`src/hw/rtl/pgf_sqrt.sv`:
```
`default_nettype none

// floor square root, one result bit per stage
module pgf_sqrt #(
   parameter int SW = 66
) (
   input  logic                  clock,
   input  logic [SW-1:0]         s,
   output logic [(SW+1)/2-1:0]   root
);

   localparam int RW   = (SW + 1) / 2;
   localparam int PADW = 2 * RW;
   localparam int TW   = RW + 3;

   logic [TW-1:0]   rem_ff  [RW];
   logic [RW-1:0]   root_ff [RW];
   logic [PADW-1:0] rad_ff  [RW];

   for (genvar i = 0; i < RW; i++) begin : g_stage
      logic [TW-1:0]   rem_p;
      logic [RW-1:0]   root_p;
      logic [PADW-1:0] rad_p;
      logic [TW-1:0]   cur;
      logic [TW-1:0]   trial;
      logic            ge;

      if (i == 0) begin : g_first
         assign rem_p  = '0;
         assign root_p = '0;
         assign rad_p  = PADW'(s);
      end else begin : g_next
         assign rem_p  = rem_ff[i-1];
         assign root_p = root_ff[i-1];
         assign rad_p  = rad_ff[i-1];
      end

      // bring down the next two radicand bits, try root*4+1
      assign cur   = {rem_p[TW-3:0], rad_p[PADW-1 -: 2]};
      assign trial = TW'({root_p, 2'b01});
      assign ge    = cur >= trial;

      always_ff @(posedge clock) begin
         rem_ff[i]  <= ge ? cur - trial : cur;
         root_ff[i] <= {root_p[RW-2:0], ge};
         rad_ff[i]  <= rad_p << 2;
      end
   end

   assign root = root_ff[RW-1];

endmodule

`default_nettype wire

```
`config.mk`:
```
export PLATFORM = sky130hd
export DESIGN_NAME = pgf_sqrt
export DESIGN_NICKNAME = d
export VERILOG_FILES = /design/src/hw/rtl/pgf_sqrt.sv
export SDC_FILE = /design/constraint.sdc
export NUM_CORES = 2
export LEC_CHECK = 0
export CAP_MARGIN = 25
export CORE_ASPECT_RATIO = 1.4
export CORE_MARGIN = 4
export CORE_UTILIZATION = 36
export CTS_CLUSTER_DIAMETER = 100
export DETAILED_ROUTE_END_ITERATION = 10
export DONT_BUFFER_PORTS = 1
export GPL_ROUTABILITY_DRIVEN = 0
export GPL_TIMING_DRIVEN = 0
export RECOVER_POWER = 25
export SYNTH_ARGS = -nofsm -noshare
export SYNTH_HDL_FRONTEND = slang
export SYNTH_MEMORY_MAX_BITS = 65536
export SYNTH_SLANG_ARGS = --single-unit
```
`constraint.sdc`:
```
create_clock -name clock -period 5.72 [get_ports clock]
set_input_delay 0.572 -clock clock [delete_from_list [all_inputs] [get_ports clock]]
set_output_delay 0.572 -clock clock [all_outputs]
set_load 0.02 [all_outputs]
```
-- Word level (Yosys, flattened, before mapping)
Memory sizes are Yosys's and may differ from the RTL's.
Cells that the tools add are included.
- add/subtract/negate cells: 33
- order comparisons: 33
- mux-type cells: 33
- operators with widths (kind ; number):
    36-bit two-way mux ; 33
    36-bit by 35-bit greater-or-equal comparator with 1-bit output ; 32
    36-bit by 35-bit subtractor with 36-bit output ; 32
    2-bit by 1-bit subtractor with 3-bit output, second input constant ; 1
    2-bit by 1-bit greater-or-equal comparator with 1-bit output, second input constant ; 1
- output and inout bits: 33
- memories kept: 3
- bits of input ports: 67
- word-level logic and storage cells: 102
- register bits: 0
- bits in writable memories: 4389
- memories (memory ; words ; bits a word ; rd ports ; clocked after memory_dff ; write ports ; RTL line ; RTL):
    rad_ff ; 33 ; 64 ; 32 ; 0 ; 33 ; 18 ; logic [PADW-1:0] rad_ff [RW];
    rem_ff ; 33 ; 36 ; 32 ; 0 ; 33 ; 16 ; logic [TW-1:0] rem_ff [RW];
    root_ff ; 33 ; 33 ; 33 ; 0 ; 33 ; 17 ; logic [RW-1:0] root_ff [RW];

-- Depth between registers and ports, before layout
An unclocked memory read counts as a cell.
- depth after elaboration: 3
- mapped depth: 14
- gate-level depth less buffers: 12

-- Least setup slack after synthesis
Ideal clock, no wire load.
- kind: register to register
- from: memory root_ff[29][0] (netlist name)
- to: memory rem_ff[0][1099] (netlist name)
- path slack: 2.647 ns
- setup time: 0.132 ns
- clock period less this slack: 3.073 ns
- cell stages (with the launch flop): 15
- data required time: 5.588 ns
- arrival time: 2.940 ns
- path buffers: 2
- cells stage by stage: dfxtp_1 inv_1 ha_1 nor2b_1 o31a_1 o41ai_1 o21ai_0 a31oi_1 o31ai_1 a21oi_1 clkbuf_1 inv_2 clkbuf_1 nor2_1 a21oi_1
- RTL lines (item ; RTL line):
    from (decl) ; 17
    to (decl) ; 16

==> flow_metrics.env <==
export IMPL_ff2ff_setup_slack_ns=0.64
export IMPL_setup_viol=0
export IMPL_htree_levels=5
export IMPL_num_vias=68400
export IMPL_avgSynthCellArea_sq_um=10.1
export IMPL_path_class="flop to flop"
export IMPL_dieArea_sq_um=280000
export IMPL_antenna_found_initial=5
export IMPL_required_ns=6.37
export IMPL_total_power_mw=50.3
export IMPL_setup_ws_ns=0.641
export IMPL_relSlewSlack=0.334
export IMPL_tns_ns=0
export IMPL_drc=0
export IMPL_hold_ws_ns=0.271
export IMPL_synth_edf_count=0
export IMPL_rsz0062_at_grt="false"
export IMPL_slew_violations=0
export IMPL_skew_ns=0.0899
export IMPL_insertion_delay_ns=0.85
export IMPL_cp_startpoint="root_ff[29][0]"
export IMPL_end_kind="flop"
export IMPL_worst_r2r_cell_count=12
export IMPL_power_density_nw_per_um2=449
export IMPL_ant_nets=0
export IMPL_routed_wl_microns=228000
export IMPL_ys_warnings_count=0
export IMPL_coreArea_sq_um=270000
export IMPL_p_leak_nw=51.8
export IMPL_synthToLayoutAreaGrowth_pct=14.6
export IMPL_grt_pass1_vias=70200
export IMPL_drive_gt1_frac=0.0603
export IMPL_ys_types=97
export IMPL_hold_viol_final=0
export IMPL_cts_setup_buffers=0
export IMPL_ios=100
export IMPL_grt_use_total=0.159
export IMPL_fin_cells=13700
export IMPL_hold_class="flop to flop"
export IMPL_clk_pin_slew_ns=0.06
export IMPL_cp_arrival_ns=5.73
export IMPL_status="completed"
export IMPL_synthTopCellsByArea="dfxtp_1 54%, ha_1 7.6%, xor2_1 4.0%"
export IMPL_max_slew_worst_pin_slew_ns=0.974
export IMPL_rows=226
export IMPL_synthCells=9660
export IMPL_die_height_microns=624
export IMPL_ys_flop_type="dfxtp_1"
export IMPL_drtIter0Drc=3495
export IMPL_drv_cap=0
export IMPL_cts_made_buffers=268
export IMPL_async_flop_share=0
export IMPL_path_max_fanout=10
export IMPL_finalCritPeriodShare=0.888
export IMPL_r2r_end="rem_ff[0][1111]"
export IMPL_vias_per_cell=4.98
export IMPL_cts_sinks=2654
export IMPL_fmax_mhz=197
export IMPL_crit_path_end="rem_ff[0][1111]"
export IMPL_final_min_clock_period_ns=5.08
export IMPL_final_nets=10700
export IMPL_clockBufferDepth=4
export IMPL_grt_overflow_total=0
export IMPL_syn_num_nets=10300
export IMPL_start_util=0.361
export IMPL_ys_ff_latch=2654
export IMPL_syn_area_sq_um=97700
export IMPL_dpl_cell_count=13200
export IMPL_cts_resized=0
export IMPL_start_kind="flop"
export IMPL_place_ws_ns=0.878
export IMPL_r2r_start="root_ff[29][0]"
export IMPL_grt_first_pass_wirelength_microns=360000
export IMPL_yosysSeqAreaShare=0.544
export IMPL_vdd_drop_max_uv=290
export IMPL_firstDrtPassIters=7
export IMPL_io_buffer_count=0
export IMPL_dieWidth_microns=448
export IMPL_yosysTopAreaCell="dfxtp_1"
export IMPL_synth_top_area_share=0.544
export IMPL_wl_per_cell_microns=16.6
export IMPL_synth_most_common_cell="dfxtp_1"
export IMPL_grt_max_degree=17
export IMPL_synth_commonest_cells="2654 x dfxtp_1, 745 x inv_1, 707 x nand2_1"
export IMPL_cts_tree="built"
export IMPL_cts_root_buf="clkbuf_16"
export IMPL_dp_hpwl_microns=175000
routing by layer:
metal,track usage,share of wire,routed length (microns)
met5,0,0.00011,24
met4,0.117,0.082,18800
met3,0.0281,0.043,9860
met2,0.306,0.53,120000
met1,0.148,0.35,79700
how the worst min path moves through the flow:
stage                     from         endpoint  slack, ns  cells after the start
2_1_floorplan   rad_ff[0][934]  rad_ff[0][1000]       0.31                      0
3_3_place_gp    rad_ff[0][556]   rad_ff[0][622]       0.31                      0
3_5_place_dp   rad_ff[0][1329]  rad_ff[0][1395]       0.31                      0
4_1_cts                  s[52]    rad_ff[0][52]       0.20                      1
5_1_grt                  s[50]    rad_ff[0][50]       0.22                      1
6_report        rad_ff[0][736]   rad_ff[0][802]       0.27                      0
sequential cells by signal (all words and copies together) (netlist names):
name,cells
rad_ff,1056
rem_ff,1037
root_ff,561
critical path, stage by stage (launching register included):
cell      delay (ns)
dfxtp_1         0.33
inv_1           0.05
ha_1            0.32
nor2b_1         0.16
o31a_1          0.29
o41ai_1         0.56
o21ai_0         0.44
a31oi_1         0.71
o31ai_1         0.23
a21oi_1         0.23
clkbuf_1        0.60
clkbuf_1        0.69
o21ai_0         0.27
power breakdown:
part	internal (mW)	total (mW)	switching [mW]
Clock	10.7	17.8	7.09
Sequential	21.6	24.0	2.38
Combinational	3.71	8.49	4.78
what timing repair did:
action	in CTS	in global routing
setup endpoints to repair	0	0
hold buffers	67	0
hold endpoints to repair	67	0
stage by stage:
| step | util | instance area (sq um) |
|---|---|---|
| 6_report | 0.414 | 112000 |
| 5_1_grt | 0.414 | 112000 |
| 4_1_cts | 0.414 | 112000 |
| 3_5_place_dp | 0.378 | 102000 |
| 3_3_place_gp | 0.378 | 102000 |
| 2_1_floorplan | - | 97700 |
cell families (layout without fill, tap and decap cells):
kind of cell | count (synthesis) | count (layout) | synth area share
AOI/OAI and AO/OA | 1960 | 1960 | 0.125
xor gates and xnor gates | 877 | 877 | 0.0786
adders and majority gates | 596 | 596 | 0.0764
buffers and inverters | 936 | 1470 | 0.0362
DFF | 2654 | 2654 | 0.544
muxes | 107 | 107 | 0.0122
other | 1 | 3 | 0.0000384
and+or+nand+nor | 2529 | 2529 | 0.127
placed cells by master (no fill, tap or decap), types with 35 or more instances in the layout:
cell type / n
dfxtp_1: 2654
inv_1: 745
nand2_1: 707
a21oi_1: 623
ha_1: 596
nor2_1: 594
o21ai_0: 483
xor2_1: 448
xnor2_1: 429
clkbuf_16: 276
nor3_1: 247
a21o_1: 241
clkbuf_1: 197
nand3_1: 163
nor4_1: 132
o21a_1: 105
nand2b_1: 105
nand4_1: 98
or3_1: 94
mux2_2: 93
nor2b_1: 80
dlygate4sd3_1: 67
or4_1: 64
o21bai_1: 64
a211oi_1: 58
o31ai_1: 52
a31oi_1: 51
and3_1: 51
clkbuf_8: 51
o211ai_1: 36
and2_1: 36
or2_2: 35
final cells by class:
class	instances	area [sq um]
flip-flops and latches	2654	53100
plain buffers	187	726
fillers	25900	158000
clock buffers	372	7780
diodes	2	5.00
inverters	749	2810
multi-input cells	6070	41000
repair buffers	74	718
well taps	3534	4420
clock inverters	88	1310
No activity file was read; power rests on OpenSTA's default activity.
