[src/hw/rtl/pgf_pkg.sv]
`default_nettype none

package pgf_pkg;

   // configuration register map, index is the word address
   typedef enum logic {
      REG_GRAVITY  = 1'b0,
      REG_MIN_DIST = 1'b1
   } reg_index_type;

   localparam logic [31:0] GRAVITY_RESET  = 32'd1230829800;
   localparam logic [31:0] MIN_DIST_RESET = 32'd32768;
   localparam logic [63:0] MIN_DIST_SQ_RESET = 64'(MIN_DIST_RESET) * 64'(MIN_DIST_RESET);

   // multiplier bits consumed per pipeline stage
   localparam int MUL_CHUNK = 8;

   // quotient bits below the saturation point of a Q32.16 component
   localparam int QUO_BITS   = 47;
   localparam int FORCE_BITS = 48;

   localparam logic [FORCE_BITS-1:0] FORCE_POS_MAX = {1'b0, {(FORCE_BITS-1){1'b1}}};
   localparam logic [FORCE_BITS-1:0] FORCE_NEG_MAG = {1'b1, {(FORCE_BITS-1){1'b0}}};

   typedef struct packed {
      logic [31:0] gravity;
      logic [63:0] min_dist_sq;
   } cfg_type;

endpackage

`default_nettype wire

[src/hw/rtl/pgf_csr.sv]
`default_nettype none

module pgf_csr (
   input  logic                clock,
   input  logic                reset,
   input  logic                psel,
   input  logic                penable,
   input  logic                pwrite,
   input  logic [2:0]          paddr,
   input  logic [31:0]         pwdata,
   output logic [31:0]         prdata,
   output logic                pready,
   output pgf_pkg::cfg_type    cfg
);

   logic [31:0] gravity_ff;
   logic [31:0] min_dist_ff;
   logic [63:0] min_dist_sq_ff;
   logic        wr_in;
   pgf_pkg::reg_index_type idx;

   assign idx   = pgf_pkg::reg_index_type'(paddr[2]);
   assign wr_in = psel && penable && pwrite;

   always_ff @(posedge clock) begin
      if (reset) begin
         gravity_ff     <= pgf_pkg::GRAVITY_RESET;
         min_dist_ff    <= pgf_pkg::MIN_DIST_RESET;
         min_dist_sq_ff <= pgf_pkg::MIN_DIST_SQ_RESET;
      end else begin
         if (wr_in && idx == pgf_pkg::REG_GRAVITY) begin
            gravity_ff <= pwdata;
         end
         if (wr_in && idx == pgf_pkg::REG_MIN_DIST) begin
            min_dist_ff <= pwdata;
         end
         min_dist_sq_ff <= 64'(min_dist_ff) * 64'(min_dist_ff);
      end
   end

   always_comb begin
      unique case (idx)
         pgf_pkg::REG_GRAVITY:  prdata = gravity_ff;
         pgf_pkg::REG_MIN_DIST: prdata = min_dist_ff;
         default:               prdata = '0;
      endcase
   end

   assign pready          = 1'b1;
   assign cfg.gravity     = gravity_ff;
   assign cfg.min_dist_sq = min_dist_sq_ff;

endmodule

`default_nettype wire

[config.mk]
export PLATFORM = sky130hd
export DESIGN_NAME = pgf_csr
export DESIGN_NICKNAME = d
export VERILOG_FILES = /design/src/hw/rtl/pgf_pkg.sv /design/src/hw/rtl/pgf_csr.sv
export SDC_FILE = /design/constraint.sdc
export NUM_CORES = 2
export LEC_CHECK = 0
export BUFFER_PORTS_ARGS = -buffer_cell sky130_fd_sc_hd__buf_2
export CAP_MARGIN = 20
export CELL_PAD_IN_SITES_DETAIL_PLACEMENT = 0
export CELL_PAD_IN_SITES_GLOBAL_PLACEMENT = 1
export CORE_MARGIN = 4
export CORE_UTILIZATION = 46
export DETAILED_ROUTE_END_ITERATION = 12
export PLACE_DENSITY_LB_ADDON = 0.1
export REMOVE_ABC_BUFFERS = 1
export SYNTH_ARGS = -nofsm -noshare
export SYNTH_HDL_FRONTEND = slang
export SYNTH_SLANG_ARGS = --single-unit
export TNS_END_PERCENT = 10
[constraint.sdc]
create_clock -name clock -period 7.6 [get_ports clock]
set_clock_uncertainty 0.15 [all_clocks]
set_input_delay 0.38 -clock clock [delete_from_list [all_inputs] [get_ports clock]]
set_output_delay 0.38 -clock clock [all_outputs]
set_load 0.05 [all_outputs]
Yosys cells after proc, flatten, opt, wreduce, memory -nomap -nowiden
Cells that the tools add are included.

Input bits: 40. Output and inout port bits: 129. Word-level logic and storage cells: 10. Register bits: 128.

$mul: 1. Mux-type cells: 1. Reductions and logical operators: 4. Bitwise operators: 1.

Operators with widths (number): $mul A32 B32 Y64 (1); $pmux W32 S2 (1); $logic_and A1 B1 Y1 (4); $not A1 Y1 (1).

Depth between registers and ports, before layout
Depth after elaboration: 3. Gate-level depth with buffers: 29. Depth with buffers taken out: 26.

Worst setup path after synthesis
No wires, ideal clock.

Path kind: reg2reg. Start point: register min_dist_ff[4]. End point: register min_dist_sq_ff[56]. Path buffers: 3. Arrival time: 7.530 ns. Clock period less this slack: 7.814 ns. Data required time: 7.316 ns. Cell stages (with the launch flop): 28. Setup slack: -0.214 ns. Setup time: 0.134 ns. Cell sequence: dfxtp_1 -> clkbuf_1 -> clkbuf_1 -> nand2_1 -> fa_1 -> inv_1 -> fa_1 -> inv_1 -> fa_1 -> fa_1 -> inv_1 -> fa_1 -> inv_1 -> fa_1 -> inv_1 -> fa_1 -> fa_1 -> ha_1 -> buf_6 -> a21oi_4 -> nand2_1 -> a21o_1 -> o2111a_1 -> nor4b_4 -> o21ai_2 -> a221oi_4 -> nor4_1 -> or4_1.

Word-level cells in the longest chain between the ends: 1.

RTL lines: start: declaration (line pgf_csr.sv:17) `logic [31:0] min_dist_ff;`; start signal: assignment (line pgf_csr.sv:28) `min_dist_ff <= pgf_pkg::MIN_DIST_RESET;`; start signal: assignment (line pgf_csr.sv:35) `min_dist_ff <= pwdata;`; $mul A32 B32 Y64 (line pgf_csr.sv:37) `min_dist_sq_ff <= 64'(min_dist_ff) * 64'(min_dist_ff);`; end signal: assignment (line pgf_csr.sv:29) `min_dist_sq_ff <= pgf_pkg::MIN_DIST_SQ_RESET;`; end signal: assignment (line pgf_csr.sv:37); end: declaration (line pgf_csr.sv:18) `logic [63:0] min_dist_sq_ff;`.

Every way passes these cells. A chain may end at the register's enable or synchronous reset.

Worst setup path in the final report
Start point: register min_dist_ff[7]. End point: register min_dist_sq_ff[59].

The elaborated chain is that of the path after synthesis.

==> metrics <==
DPL Wire Length 85.1 mm; slowest stage delay, CP 510 ps; commonest non-fill, non-tap cell in the layout inv_1; DRC errors left 0; CP max stage cell fa_1; f_max 132 MHz; required time of the critical path 7770 ps; commonest cells after routing, fill and taps aside inv_1, fa_1, buf_4, nand2_1, ha_1; Routed WL 99.4 mm; Cell variety after synth 67; Root Driver clkbuf_16; # nets final 5,390; vias 25,900; CTS Buffer Depth 2; drt first pass iters 7; crit path DAT 7760 ps; Pleak 23.0 nW; via/cell ratio 4.94; Top FF cell, synth dfxtp_1; Sink Count 127; max-cap viol count 0; DRC violation total after the first TritonRoute iteration 1,125; Worst-Skew Late Latency 480 ps; Synth warnings 0; final worst-path cycle share 99.9%; Clk pin slew, worst setup/hold paths 60 ps; CTS HTree Levels 4; area delta synth->final 22.4%; worst vdd ir 0.132 mV; CP delay by family, top adder cells; first-pass GRT wire length 160 mm; Critical Path Sink Type flop; CP dominant cell by count fa_1; sequential cell area fraction in the yosys report 7.50%; syn_area_per_cell 9.18 um^2; WHS Path Cells 3; post-route ant nets 0; drt wl/cell 19.0 um; final setup violation count 0; worst-path fanout max 6; power density over cell area 51.7 mW/mm^2; GRT overflow 0; number of global-route vias before repair 29,300; result of the run finished, final reports clean; Syn Inst Count 3,695; worst r2r path cells 28; Yosys reg bits 127; FP Rows 99; dpl ws -471 ps; GRT Total Usage 26.3%; FFs w/ async S/R, synth 0%; Critical path buffers and inverters 9; Tot Pwr 2.15 mW; Slew HR 38.5%; Worst Hold Class input port to flop; Worst Max-Slew Pin Slew 922 ps; Port Buf Inserts 164; Hold Fails Final Rpt 0; Total Neg Setup Slack 0 ps; Setup Crit Path Kind flop to flop; number of buffers created by CTS 17; CTS tree yes; DIE WIDTH 280 um; Final GP Congestion 0.924; layout cells sized above 1 22.3%; largest net degree at the start of global routing 78; Syn Std Cell Area 0.0339 mm^2; fin. max-slew vios 0; core area 0.0730 mm^2; Crit path depth 28; crit start category flop; DIE AREA 0.0781 mm^2; Starting Density 46.5%; post-layout min period 7590 ps; hold slack 25.4 ps; initial antenna violation count 3; RSZ-0062 raised after global routing true; number of flops mapped to enable cells by yosys 0; die height 280 um; post-route setup slack 8.72 ps; io pins 169
## through the flow
step | cell area [um^2] | utilization [%] | cells
finish | 41500 | 56.9 | 5234
global route | 41500 | 56.9 | 5232
CTS | 40800 | 56.0 | 5218
detailed placement | 39400 | 54.0 | 5131
global placement | 39300 | 53.9 | 5129
floorplan | 33300 | - | 3524
## cells in the mapped netlist, types with 17 or more instances
library cell  number  share of area, %
a21o_1            24              0.53
a21oi_1          129               1.9
and2_1           241               4.4
clkbuf_1         162               1.8
dfxtp_1          127               7.5
fa_1             792                47
ha_1             299                11
inv_1            976                11
mux2_2            38               1.3
nand2_1          420               4.6
nand3_1           21              0.31
nor2_1           111               1.2
nor2b_1           17              0.31
o21ai_0           42              0.62
o21bai_1          24              0.53
xnor2_1           48               1.2
xor2_1            43               1.1
## metal layers
layer	up-vias	global-route usage, %	wire length [um]
met3	154	2.63	3520
met4	2	7.69	3140
li1	12000	-	-
met1	13200	33.2	40300
met5	-	0	13
met2	491	47.8	52400
## registers in the layout (all words and copies together) (netlist names)
signal          count
min_dist_ff        32
gravity_ff         32
min_dist_sq_ff     63
## repair_timing
item | CTS | global route
gates resized for setup | 95 | 133
setup buffers | 28 | 16
gates cloned | 1 | 1
endpoints found under the setup margin | 34 | 32
pin swaps | 46 | 96
hold endpoints to repair | 41 | 0
hold buffers | 26 | 0
## worst reg2reg max path: cells and delay by family (launching register included)
| family | cells | cell delay, ps |
|---|---|---|
| AO/OA/AOI/OAI | 4 | 810 |
| XOR/XNOR | 1 | 170 |
| adder cells (fa/ha/maj) | 9 | 3990 |
| buffers and inverters | 9 | 940 |
| flip-flops | 1 | 350 |
| AND/OR/NAND/NOR | 5 | 1050 |
## path summary, 6_finish.rpt
check | from | end | slack, ps
setup / recovery | min_dist_ff[7]$_SDFFE_PP0P_ | min_dist_sq_ff[59]$_SDFF_PP0_ | 9
hold reg to reg | gravity_ff[23]$_SDFFE_PP0P_ | gravity_ff[23]$_SDFFE_PP0P_ | 320
hold / removal | pwdata[29] | gravity_ff[29]$_SDFFE_PP0P_ | 30
setup reg to reg | min_dist_ff[7]$_SDFFE_PP0P_ | min_dist_sq_ff[59]$_SDFF_PP0_ | 9
## area by class of cell
cell class,instances,area [um^2]
tap,959,1200
clock buffer,18,439
sequential,127,2580
fill,6605,31400
clock inverter,14,179
multi-input combinational,2421,27700
antenna,3,7.51
timing repair buffer,716,5710
inverter,976,3670
## logic make-up after synthesis
kind of cell,synth area share (%)
buf+inv,12.7
fa+ha+maj,57.8
simple gates,12.9
compound gates,5.44
flops,7.50
xor+xnor,2.35
mux,1.32
other cells,0.0221
## report_power, final
group          internal, mW  switching (mW)
registers             0.682          0.0123
logic                 0.210           0.341
clock network         0.530           0.371
Note: power is estimated with default switching activity, not from simulation.
