**config.mk**
```make
export PLATFORM = sky130hd
export DESIGN_NAME = pgf_mul
export DESIGN_NICKNAME = d
export VERILOG_FILES = /design/src/hw/rtl/pgf_pkg.sv /design/src/hw/rtl/pgf_mul.sv
export SDC_FILE = /design/constraint.sdc
export NUM_CORES = 2
export LEC_CHECK = 0
export ABC_AREA = 1
export BUFFER_PORTS_ARGS = -buffer_cell sky130_fd_sc_hd__buf_2
export CAP_MARGIN = 20
export CORE_UTILIZATION = 30
export CTS_BUF_LIST = sky130_fd_sc_hd__clkbuf_8
export DETAILED_ROUTE_END_ITERATION = 7
export GPL_ROUTABILITY_DRIVEN = 0
export GPL_TIMING_DRIVEN = 0
export PLACE_DENSITY_LB_ADDON = 0.08
export SKIP_LAST_GASP = 1
export SLEW_MARGIN = 30
export SYNTH_ARGS = -nofsm -noshare
export SYNTH_HDL_FRONTEND = slang
export SYNTH_SLANG_ARGS = --single-unit
```
**constraint.sdc**
```tcl
create_clock -name clock -period 14.13 [get_ports clock]
set_clock_uncertainty 0.1 [all_clocks]
set_input_delay 2.826 -clock clock [delete_from_list [all_inputs] [get_ports clock]]
set_output_delay 2.826 -clock clock [all_outputs]
set_load 0.005 [all_outputs]
```
**src/hw/rtl/pgf_pkg.sv**
```systemverilog
`default_nettype none

package pgf_pkg;

   // configuration register map, index is the word address
   typedef enum logic {
      REG_GRAVITY  = 1'b0,
      REG_MIN_DIST = 1'b1
   } reg_index_type;

   localparam logic [31:0] GRAVITY_RESET  = 32'd1230829800;
   localparam logic [31:0] MIN_DIST_RESET = 32'd32768;
   localparam logic [63:0] MIN_DIST_SQ_RESET = 64'(MIN_DIST_RESET) * 64'(MIN_DIST_RESET);

   // multiplier bits consumed per pipeline stage
   localparam int MUL_CHUNK = 8;

   // quotient bits below the saturation point of a Q32.16 component
   localparam int QUO_BITS   = 47;
   localparam int FORCE_BITS = 48;

   localparam logic [FORCE_BITS-1:0] FORCE_POS_MAX = {1'b0, {(FORCE_BITS-1){1'b1}}};
   localparam logic [FORCE_BITS-1:0] FORCE_NEG_MAG = {1'b1, {(FORCE_BITS-1){1'b0}}};

   typedef struct packed {
      logic [31:0] gravity;
      logic [63:0] min_dist_sq;
   } cfg_type;

endpackage

`default_nettype wire

```
**src/hw/rtl/pgf_mul.sv**
```systemverilog
`default_nettype none

// product a*b, one chunk of b per stage
module pgf_mul #(
   parameter int AW = 32,
   parameter int BW = 32
) (
   input  logic             clock,
   input  logic [AW-1:0]    a,
   input  logic [BW-1:0]    b,
   output logic [AW+BW-1:0] p
);

   localparam int CH  = pgf_pkg::MUL_CHUNK;
   localparam int NS  = (BW + CH - 1) / CH;
   localparam int PW  = AW + BW;
   localparam int BPW = NS * CH;
   localparam int QW  = AW + CH;

   logic [PW-1:0]  acc_ff [NS];
   logic [AW-1:0]  a_ff   [NS];
   logic [BPW-1:0] b_ff   [NS];
   logic [BPW-1:0] b_pad;

   assign b_pad = BPW'(b);

   for (genvar j = 0; j < NS; j++) begin : g_stage
      if (j == 0) begin : g_first
         always_ff @(posedge clock) begin
            acc_ff[0] <= PW'(QW'(a) * QW'(b_pad[CH-1:0]));
            a_ff[0]   <= a;
            b_ff[0]   <= b_pad;
         end
      end else begin : g_next
         logic [QW-1:0] part_in;
         assign part_in = QW'(a_ff[j-1]) * QW'(b_ff[j-1][CH*j +: CH]);
         always_ff @(posedge clock) begin
            acc_ff[j] <= acc_ff[j-1] + (PW'(part_in) << (CH * j));
            a_ff[j]   <= a_ff[j-1];
            b_ff[j]   <= b_ff[j-1];
         end
      end
   end

   assign p = acc_ff[NS-1];

endmodule

`default_nettype wire

```
**Word-level counts from Yosys, hierarchy flattened**

Memory sizes are Yosys's and may differ from the RTL's.
Index checks and enable logic that the tools add are counted.

- Bits in registers: 0
- Bits in latches: 0
- Memory bits (writable): 512
- Bits in read-only memories: 0
- Output and inout bits: 64
- Memories kept: 3

- Add/sub/neg operators: 3
- $mul: 4
- Divide/modulo/power cells: 0
- Order comparisons: 0
- Equal/unequal tests: 0
- Shifts and indexed selects: 0
- Muxes and demuxes: 0
- Bitwise logic cells: 0
- Reductions and logical operators: 0

Memories:

| memory | depth | width | read ports | clocked after memory_dff | wr ports | RTL line | text |
|---|---|---|---|---|---|---|---|
| acc_ff | 4 | 64 | 4 | 0 | 4 | pgf_mul.sv:20 | `logic [PW-1:0] acc_ff [NS];` |
| a_ff | 4 | 32 | 3 | 0 | 4 | pgf_mul.sv:21 | `logic [AW-1:0] a_ff [NS];` |
| b_ff | 4 | 32 | 3 | 0 | 4 | pgf_mul.sv:22 | `logic [BPW-1:0] b_ff [NS];` |

Operators by type and width:

| cell | number |
|---|---|
| 32-bit by 8-bit multiplier with 40-bit output | 4 |
| 64-bit by 48-bit adder with 64-bit output | 1 |
| 64-bit by 56-bit adder with 64-bit output | 1 |
| 64-bit adder | 1 |

**Longest topological paths before layout**

- Word-level depth: 2
- Depth in mapped cells: 36

**Least setup slack after synthesis**

OpenSTA, ideal clock, no wires.

- Path type: input to register
- Start: input port b[2]
- End: memory acc_ff[0][30] (netlist name)
- Setup time: 0.121 ns
- Arrival time: 6.708 ns
- Data required time: 13.909 ns
- Path slack: 7.201 ns
- Stages on the path: 18
- Path buffers: 1
- Cell sequence: clkbuf_1 -> nand2_1 -> fa_1 -> fa_1 -> inv_1 -> fa_1 -> inv_1 -> fa_1 -> inv_1 -> ha_1 -> a21oi_1 -> o21ai_1 -> a21o_1 -> a21oi_1 -> o21ai_1 -> nand3_1 -> nand2_1 -> xor2_1

RTL lines:

| element | RTL line | text |
|---|---|---|
| start: declaration | pgf_mul.sv:10 | `input logic [BW-1:0] b,` |
| end: declaration | pgf_mul.sv:20 |  |

==> results.cfg <==
[status]
status = finished, final reports clean

[synth]
avgSynthCellArea_um2 = 7.319
synth_top_area_share_pct = 30.23
ys_warn_count = 0
synth_nets = 7684
synth_area_leader_cell = fa_1
syn_inst = 6542
synthTopCellsByCount = nand2_1, inv_1, fa_1, dfxtp_1, ha_1
yosysSeqAreaShare_pct = 14.80
post_synth_num_cell_types = 48
synth_most_common_cell = nand2_1
ys_ff_latch = 354
synth_edf_count = 0
synthArstFlopShare_pct = 0
synthTopCellsByArea = fa_1, nand2_1, dfxtp_1
synth_ff_type = dfxtp_1
netlist_area_mm2 = 0.04788

[cells_and_area]
area_growth_pct = 9.930
seq_area_mm2 = 0.007087
layout.nets = 7882
utilization_pct = 33.23
multi_input_area_mm2 = 0.03359
drive_gt1_share_pct = 5.874
n_fill_cell = 17350

[timing]
finalCritPeriodShare_pct = 52.52
maxClockFrequency_ghz = 0.1347
worst_pin_slew_ns = 0.9655
timing_hold_violations_final = 0
fin_crit_ns = 7.422
rsz0062_at_grt = no
timing.setup.tns_ns = 0
slew_headroom_pct = 35.64
slew_viol_final = 0
finalSetupViolCount = 0

[global_route]
grt_use_total_pct = 21.11
grt_max_degree = 11
antenna_found_initial = 20
grt_pass1_wl_um = 257100
grt_overflow = 0
grt_pass1_vias = 41511

[clocking]
cts.path.max_buffers = 3
post_cts_buffers = 0
h-tree-depth = 3
ctsHoldBuffers = 0
cts_inserted_buffers = 68
path_clk_slew_ns = 0.06
clock-sinks = 354
cts_root_buf = clkbuf_8
tritoncts = yes
clk_latency_ns = 0.75
cts-resized-gates = 0

[routing]
detail_route.drc_violations = 0
vias = 39307
wl_per_cell_um = 18.90
via_per_inst = 4.428
totalWireLength_um = 167800
drt-pass1-iter-count = 5
drt_iter0_markers = 2229
antenna_left = 0

[floorplan]
fp-row-count = 146
io_pins = 129
core_area_mm2 = 0.1584
dieArea_mm2 = 0.1612
die_height_um = 401.5
initial_core_util_pct = 30.23
die_w_um = 401.5

[job]
maxCapViolCount = 0

[setup_path]
required_ns = 14.58
crit_type = register to register
crit_family = adder cells
crit_start = b_ff[0][10]$_DFF_P_
end_kind = register
cp_max_fo = 10
startpoint_type = register
max_stage_delay_ns = 0.75
worst-endpoint-arrival_ns = 7.88
cpMaxStageDelayCell = dfxtp_1
r2r-start = b_ff[0][10]$_DFF_P_
path_buf_inv = 4
cpMostUsedCell = nand2_1

[placed_design]
port_buffers = 128
hpwlAfterDp_um = 145100

[min_path]
hp-start = acc_ff[1][6]$_DFF_P_
hold_class = register to register
==> logic make-up (layout without fill, tap and decap cells) <==
kind of cell    Yosys count  after routing  share of synthesized area, %
xor+xnor                220            220                         4.024
simple gates           2481           2481                         20.60
flops                   354            354                         14.80
compound gates          516            516                         6.042
fa+ha+maj              1077           1077                         39.48
other cells               0             12                             0
buf+inv                1894           2145                         15.05
==> final cells by class <==
class,count,share of cell area (%)
clock inverter,39,0.6323
timing repair buffer,128,1.217
buffer,224,1.788
antenna,12,0.05705
inverter,1670,11.91
multi-input combinational,4294,63.81
tap,2072,4.925
sequential,354,13.46
clock buffer,84,2.196
==> routing by layer <==
metal	global-route usage, %	wire length [µm]	vias up	share of wire, %
met5	0	13	-	0.0077
met4	6.036	4200	2	2.5
met3	2.183	6784	142	4.0
met2	34.25	76140	725	45
met1	29.56	80660	19028	48
li1	-	-	19410	-
==> sequential cells by signal, indices dropped and copies added, names as in the netlist <==
| signal | flops |
|---|---|
| acc_ff | 210 |
| a_ff | 96 |
| b_ff | 48 |
==> stage by stage <==
step                setup WS [ns]  area [µm²]  hold slack (ns)  instances
floorplan                   7.201       47880           0.2096       6542
global placement            5.898       51110           0.2100       8742
detailed placement          5.924       51120           0.2121       8742
CTS                         6.745       52600           0.1603       8865
global route                6.352       52610           0.1840       8867
finish                      6.708       52640           0.1707       8877
==> worst paths after layout <==
check | end | slack [ns] | depth (start not counted)
worst max-delay path | acc_ff[1][48]$_DFF_P_ | 6.71 | 29
worst max register to register | acc_ff[1][48]$_DFF_P_ | 6.71 | 29
worst min-delay path | acc_ff[2][6]$_DFF_P_ | 0.17 | 0
worst min register to register | acc_ff[2][6]$_DFF_P_ | 0.17 | 0
==> placed cells by master, fill, tap and decap left out, types with 7 or more instances in the layout <==
cell        instances
a21boi_0           11
a21o_1             29
a21oi_1           263
a31oi_1            40
buf_2             128
clkbuf_1          144
clkbuf_2           80
clkbuf_8           84
clkinv_2            7
clkinvlp_4          8
dfxtp_1           354
diode_2            12
fa_1              723
ha_1              354
inv_1            1679
nand2_1          1901
nand2_2            37
nand3_1           117
nand3_2            10
nand4_1            24
nor2_1            317
nor2_2             17
nor3_1             24
nor4_1              7
o21a_1             10
o21ai_0           105
o21ai_1            13
o21bai_1           27
xnor2_1            75
xor2_1            145
==> worst reg2reg max path: cells and delay by family (launching register included) <==
| family | cells | cell delay (ns) |
|---|---|---|
| adder cells (fa/ha/maj) | 6 | 2.64 |
| AND/OR/NAND/NOR | 16 | 2.22 |
| buffers and inverters | 4 | 0.87 |
| flip-flops | 1 | 0.75 |
| AO/OA/AOI/OAI | 2 | 0.47 |
| XOR/XNOR | 1 | 0.16 |
Power is not shown: default switching activity piles up to over one toggle a cycle in this logic, so the estimate is an artifact.
